<file path="src/hdl/dpfa_pkg.sv">
// shared constants and types for the binary64 adder pipeline
// no dependencies
package dpfa_pkg;
    localparam int ExpW = 11;
    localparam int ManW = 52;
    localparam int GuardW = 9;
    localparam int SigW = 63;
    localparam int LzcW = 6;
    localparam logic [ExpW-1:0] ExpMax = 11'h7ff;
    localparam logic [63:0] DefaultNan = 64'hffffffffffffffff;
    localparam logic [63:0] InfBits = 64'h7ff0000000000000;

    typedef struct packed {
        logic            special;
        logic [63:0]     special_bits;
        logic            invalid;
        logic            sign;
        logic            is_sub;
        logic [ExpW:0]   exp_big;
        logic [SigW-1:0] sig_big;
        logic [SigW-1:0] sig_small;
    } align_t;

    typedef struct packed {
        logic            special;
        logic [63:0]     special_bits;
        logic            invalid;
        logic            sign;
        logic [ExpW:0]   exp;
        logic [SigW-1:0] sig;
    } norm_t;
endpackage

</file>
<file path="src/hdl/dpfa_align.sv">
// stage one: special case detection, operand swap and alignment shift
// depends on dpfa_pkg
module dpfa_align (
    input  logic [63:0]     operand_a,
    input  logic [63:0]     operand_b,
    output dpfa_pkg::align_t result
);
    import dpfa_pkg::*;

    logic a_spec, b_spec, a_nan, b_nan, a_snan, b_snan;
    logic [63:0] big, little;
    logic [ExpW:0] e_big, e_little, d;
    logic [SigW-1:0] m_big, m_little, lost_mask;

    always_comb
    begin
        a_spec = operand_a[62:52] == ExpMax;
        b_spec = operand_b[62:52] == ExpMax;
        a_nan = a_spec && (operand_a[51:0] != '0);
        b_nan = b_spec && (operand_b[51:0] != '0);
        a_snan = a_nan && !operand_a[51];
        b_snan = b_nan && !operand_b[51];
        result.special = a_spec || b_spec;
        result.invalid = 1'b0;
        result.special_bits = operand_a;
        if (a_nan && b_nan)
        begin
            result.invalid = a_snan || b_snan;
            result.special_bits = (operand_a > operand_b) ? operand_a : operand_b;
        end
        else if (a_nan)
        begin
            result.invalid = a_snan;
        end
        else if (b_nan)
        begin
            result.invalid = b_snan;
            result.special_bits = operand_b;
        end
        else if (a_spec && b_spec)
        begin
            if (operand_a != operand_b)
            begin
                result.special_bits = DefaultNan;
                result.invalid = 1'b1;
            end
        end
        else if (b_spec)
        begin
            result.special_bits = operand_b;
        end

        if (operand_b[62:0] > operand_a[62:0])
        begin
            big = operand_b;
            little = operand_a;
        end
        else
        begin
            big = operand_a;
            little = operand_b;
        end
        result.sign = big[63];
        result.is_sub = operand_a[63] ^ operand_b[63];
        e_big = {1'b0, big[62:52]};
        e_little = {1'b0, little[62:52]};
        m_big = {1'b0, (e_big != '0), big[51:0], {GuardW{1'b0}}};
        m_little = {1'b0, (e_little != '0), little[51:0], {GuardW{1'b0}}};
        if (e_big == '0)
            e_big = 12'd1;
        if (e_little == '0)
            e_little = 12'd1;
        d = e_big - e_little;
        lost_mask = ~({SigW{1'b1}} << d[5:0]);
        if (d > 12'd62)
        begin
            m_little = {{(SigW-1){1'b0}}, (m_little != '0)};
        end
        else
        begin
            m_little = (m_little >> d[5:0])
                     | {{(SigW-1){1'b0}}, ((m_little & lost_mask) != '0)};
        end
        result.exp_big = e_big;
        result.sig_big = m_big;
        result.sig_small = m_little;
    end
endmodule

</file>
<file path="src/hdl/dpfa_norm.sv">
// stage three: leading zero count and normalization shift
// depends on dpfa_pkg
module dpfa_norm (
    input  dpfa_pkg::norm_t din,
    output dpfa_pkg::norm_t dout
);
    import dpfa_pkg::*;

    logic [LzcW-1:0] lz, sh;
    logic [ExpW:0] room;

    always_comb
    begin
        lz = LzcW'(61);
        for (int i = 0; i < 62; i++)
        begin
            if (din.sig[i])
                lz = LzcW'(61 - i);
        end
        room = din.exp - 12'd1;
        sh = (room < {6'd0, lz}) ? room[LzcW-1:0] : lz;
        dout = din;
        if (din.sig[62])
        begin
            dout.sig = {1'b0, din.sig[62:2], din.sig[1] | din.sig[0]};
            dout.exp = din.exp + 12'd1;
        end
        else
        begin
            dout.sig = din.sig << sh;
            dout.exp = din.exp - {6'd0, sh};
        end
    end
endmodule

</file>
<file path="src/hdl/double_precision_float_adder_core.sv">
// binary64 adder, round to nearest even, four register stages
// input passes through the align, add, normalize and round registers, one word per cycle unless the output stalls
// pipeline advances whenever the output register is free or being taken
// asynchronous active low reset clears the valid bits only
// depends on dpfa_pkg, dpfa_align, dpfa_norm
module double_precision_float_adder_core (
    input  logic         clk,
    input  logic         rst_n,
    input  logic         s_axis_tvalid,
    output logic         s_axis_tready,
    input  logic [127:0] s_axis_tdata,  // operand_b (upper half), operand_a (lower half)
    output logic         m_axis_tvalid,
    input  logic         m_axis_tready,
    output logic [63:0]  m_axis_tdata,  // sum_bits
    output logic         m_axis_tuser   // invalid_op
);
    import dpfa_pkg::*;

    logic [3:0] vld_reg;
    logic advance;
    align_t al_comb, al_reg;
    norm_t ad_next, ad_reg, nm_comb, nm_reg;
    logic [63:0] sum_reg, sum_next;
    logic inv_reg, inv_next;
    logic [SigW-1:0] m;
    logic [53:0] keep;
    logic [8:0] rem;
    logic [63:0] bits;

    assign advance = !vld_reg[3] || m_axis_tready;
    assign s_axis_tready = advance;
    assign m_axis_tvalid = vld_reg[3];
    assign m_axis_tdata = sum_reg;
    assign m_axis_tuser = inv_reg;

    dpfa_align u_align (
        .operand_a(s_axis_tdata[63:0]),
        .operand_b(s_axis_tdata[127:64]),
        .result   (al_comb)
    );

    always_comb
    begin
        ad_next.special = al_reg.special;
        ad_next.special_bits = al_reg.special_bits;
        ad_next.invalid = al_reg.invalid;
        ad_next.sign = al_reg.sign;
        ad_next.exp = al_reg.exp_big;
        m = al_reg.is_sub ? al_reg.sig_big - al_reg.sig_small
                          : al_reg.sig_big + al_reg.sig_small;
        ad_next.sig = m;
        if (m == '0 && !al_reg.special)
        begin
            ad_next.special = 1'b1;
            ad_next.special_bits = {al_reg.sign & !al_reg.is_sub, 63'd0};
        end
    end

    dpfa_norm u_norm (
        .din (ad_reg),
        .dout(nm_comb)
    );

    always_comb
    begin
        keep = {1'b0, nm_reg.sig[61:9]};
        rem = nm_reg.sig[8:0];
        if (rem > 9'h100 || (rem == 9'h100 && keep[0]))
            keep = keep + 54'd1;
        bits = ({53'd0, (nm_reg.exp[10:0] - 11'd1)} << 52) + {10'd0, keep};
        inv_next = nm_reg.invalid;
        if (nm_reg.special)
            sum_next = nm_reg.special_bits;
        else if (bits >= InfBits)
            sum_next = {nm_reg.sign, InfBits[62:0]};
        else
            sum_next = {nm_reg.sign, bits[62:0]};
    end

    always_ff @(posedge clk or negedge rst_n)
    begin
        if (!rst_n)
            vld_reg <= '0;
        else if (advance)
            vld_reg <= {vld_reg[2:0], s_axis_tvalid};
    end

    always_ff @(posedge clk)
    begin
        if (advance)
        begin
            al_reg <= al_comb;
            ad_reg <= ad_next;
            nm_reg <= nm_comb;
            sum_reg <= sum_next;
            inv_reg <= inv_next;
        end
    end
endmodule

</file>
<file path="config.mk">
export PLATFORM = sky130hd
export DESIGN_NAME = double_precision_float_adder_core
export DESIGN_NICKNAME = d
export VERILOG_FILES = /design/src/hdl/dpfa_pkg.sv /design/src/hdl/dpfa_align.sv /design/src/hdl/dpfa_norm.sv /design/src/hdl/double_precision_float_adder_core.sv
export SDC_FILE = /design/constraint.sdc
export NUM_CORES = 2
export LEC_CHECK = 0
export ABC_AREA = 1
export BUFFER_PORTS_ARGS = -buffer_cell sky130_fd_sc_hd__buf_2
export CAP_MARGIN = 0
export CORE_UTILIZATION = 50
export CTS_BUF_LIST = sky130_fd_sc_hd__clkbuf_8
export CTS_CLUSTER_DIAMETER = 60
export DETAILED_ROUTE_END_ITERATION = 7
export GPL_TIMING_DRIVEN = 0
export PLACE_DENSITY = 0.67
export REMOVE_ABC_BUFFERS = 1
export SLEW_MARGIN = 25
export SYNTH_ARGS = -nofsm -noshare
export SYNTH_HDL_FRONTEND = slang
export SYNTH_SLANG_ARGS = --single-unit
</file>
<file path="constraint.sdc">
create_clock -name clk -period 23.9 [get_ports clk]
set_input_delay 4.78 -clock clk [delete_from_list [all_inputs] [get_ports clk]]
set_output_delay 4.78 -clock clk [all_outputs]
set_load 0.05 [all_outputs]
</file>
==> results by group <==
Outcome
  – Status: complete, but fails checks
  – Failing checks: design-rule violations

Worst setup path
  – Crit path DAT: approximately 16 ns
  – CP bufs+invs: 9
  – Worst Path Required: between 20 and 25 ns
  – Critical Path Start Type: input pin
  – Number of stages on the worst setup path: 45
  – Slowest CP cell: nor2_1
  – Most used cell, CP: nor2_1
  – Crit path max fanout: ~70
  – Worst R2R Path Depth: 81
  – Max incr delay on CP: 0.91 ns
  – Setup CP Type: input pin to flop
  – Crit. End Element: flop
  – Delay-heaviest family, CP: simple AND/OR/NAND/NOR gates

Cells and area
  – Max reg flops: around 180
  – Synthesis-to-layout area growth: 11.2%
  – Nets: about 5900
  – Layout Cells excl Fill: ~6600
  – Most common cell after layout, fill and taps aside: nand2_1
  – Fill cell count: 7673
  – Most frequent cells in the layout: 1118 x nand2_1, 706 x inv_1, 688 x nand3_1
  – Share of layout cells above drive strength 1: 8.61%

Run
  – Max_cap viols: 0

STA
  – Highest clock rate: 66.0 MHz
  – Final Max Tran Viols: 0
  – RSZ-0062 raised after global routing: no
  – Final Hold Viols: 0
  – PnR worst setup slack: ~9 ns
  – Fin crit share: 63.4%
  – Final hold slack: about 0.4 ns
  – Clk_skew: about 0.046 ns
  – Worst Max-Slew Pin Slew: about 1.3 ns
  – Setup tns final: 0 ns
  – Slew headroom: between 10% and 20%
  – Final setup fails: 0
  – Tmin final: around 15 ns

GRT
  – Gr usage total: between 30% and 40%
  – Global-route wire length before repair: about 220 mm
  – Initial antenna violation count: 26
  – Total gr overflow: 0
  – Pin count of the biggest net entering global routing: 94
  – Vias in the first global route: 36331

Floorplan
  – Core area: approximately 0.081 mm2
  – Die width: 289 um
  – I/O pin count: 199
  – Die area: ~0.084 mm2
  – Initial Util: 50.8%
  – Die H: ~290 um
  – Site row count: around 100

Drt
  – 1st-iter DRT viols: 4477
  – Vias per cell: ~5.9
  – Via Count: about 39000
  – Final wirelength: around 150 mm
  – Post-route antenna net violation count: 0
  – WL/cell: around 23 um
  – First-pass DRT Iterations: 8
  – Detailed-route DRC error count: 4

Clocking
  – Num Clock Sinks: around 540
  – Worst-path clk slew: ~0.060 ns
  – Root buffer cell: clkbuf_8
  – CTS Hold Bufs: 0
  – Cts bufs inserted: 94
  – Clock latency on the worst-skew pair: roughly 0.73 ns
  – CTS H-Tree Depth: 3
  – Post-CTS Setup Repair Bufs: 0
  – Resized cells post-CTS: 0
  – CTS tree: done
  – Longest Clk Path Bufs: 3

Power
  – Lkg Pwr: approximately 21 nW
  – PwrDens: ~130 mW/mm2
  – Tot Pwr: a little over 6 mW
  – Max VDD drop: a little over 0.00007 V

Yosys
  – Ys async rst share: 0.735%
  – Syn Area/Cell: about 7.7 um2
  – Synth Flop Type: edfxtp_1
  – Cells after synthesis: between 5000 and 6000
  – Number of synthesized flops with an enable pin: 540
  – Cell variety after synth: 65
  – Area share of the largest cell type after synthesis: 39.4%
  – Syn. warnings: 0
  – Seq/Total Area, Yosys: approximately two fifths
  – Cell accounting for the most synthesized area: edfxtp_1
  – Synth Cell Area: 0.0412 mm2
  – Synth area leaders: edfxtp_1 39%, nand2_1 10%, nand3_1 8.4%, ha_1 8.1%, o21ai_0 6.8%
  – Number of synthesized register bits: roughly 540

Worst hold path
  – Hold depth: 0
  – HP Class: flop to flop

Place
  – GP Congestion: 1.00
  – Dpl ws: ~8 ns
  – Post-DP HPWL: between 100 and 150 mm
  – IO Port Bufs: around 200
  – Inst Count DP: approximately 6500
==> metal layers <==
metal,up-vias,track usage [%],wire [um]
li1,18868,-,-
met1,18374,46.7,61500
met2,1837,54.9,66500
met3,356,6.65,13300
met4,0,19.3,8530
met5,-,0,0
==> logic make-up (layout without fill, tap and decap cells) <==
| kind of cell | Yosys count | in the layout | share of synthesized area [%] |
|---|---|---|---|
| buffers and inverters | 964 | 1147 | 9.06 |
| multiplexers | 12 | 12 | 0.292 |
| adder cells (fa/ha/maj) | 271 | 271 | 8.30 |
| flip-flops | 544 | 544 | 39.6 |
| other | 0 | 19 | 0 |
| AND/OR/NAND/NOR | 2336 | 2336 | 24.7 |
| XOR/XNOR | 109 | 109 | 2.32 |
| AO/OA/AOI/OAI | 1146 | 1146 | 15.8 |
==> where the power goes <==
| group | switching [mW] | internal (mW) |
|---|---|---|
| registers | 0.240 | 1.58 |
| logic | 2.40 | 1.03 |
| clock network | 0.405 | 0.411 |
==> layout make-up <==
type	count	area, um2	share of cell area, %
multi-input combinational	3874	21400	46.7
clock buffer	95	1310	2.85
inverter	709	2670	5.83
clock inverter	77	484	1.06
sequential	544	16300	35.6
tap	1060	1330	2.89
timing repair buffer	266	2280	4.97
antenna	19	47.5	0.104
==> Yosys cell counts (8+ instances only) <==
library cell and count:
mux2i_1 12, inv_1 688, o21ai_1 26, xnor2_1 19
nor2_1 285, o21ai_2 8, ha_1 267, buf_1 35
o21a_1 9, inv_2 16, nor3_1 65, nand3_1 692
edfxtp_1 540, o21bai_1 10, o21ai_0 560, a32o_1 19
buf_2 45, nor4_1 54, nand2_1 1126, a21oi_1 279
a211oi_1 9, o2111ai_1 8, o22ai_1 72, nand4_1 79
o221ai_1 43, a31oi_1 27, o31ai_1 15, xor2_1 90
o211ai_1 15, or2_2 14, clkbuf_1 166
==> final timing paths <==
path / endpoint / startpoint / slack, ns
max: al_reg[60] / s_axis_tdata[1] / 8.75
min: ad_reg[76] / ad_next[76] / 0.41
max reg2reg: nm_reg[73] / ad_reg[4] / 15.23
min reg2reg: ad_reg[76] / ad_next[76] / 0.41
max in group asynchronous: vld_reg[3] / rst_n / 19.93
min in group asynchronous: vld_reg[0] / rst_n / 3.85
==> worst reg2reg max path: cells and delay by family (launching register included) <==
| kind | cells | cell delay [ns] |
|---|---|---|
| fa+ha+maj | 1 | 0.32 |
| buf+inv | 1 | 0.20 |
| xor+xnor | 2 | 0.29 |
| compound gates | 7 | 1.05 |
| flops | 1 | 0.41 |
| simple gates | 70 | 6.19 |
==> through the flow <==
stage               utilization, %  area [um2]
floorplan                        -       40100
global placement              52.4       42500
detailed placement            54.3       44000
CTS                           56.5       45800
global route                  56.5       45800
finish                        56.5       45800
(Power assumes the default switching activity.)
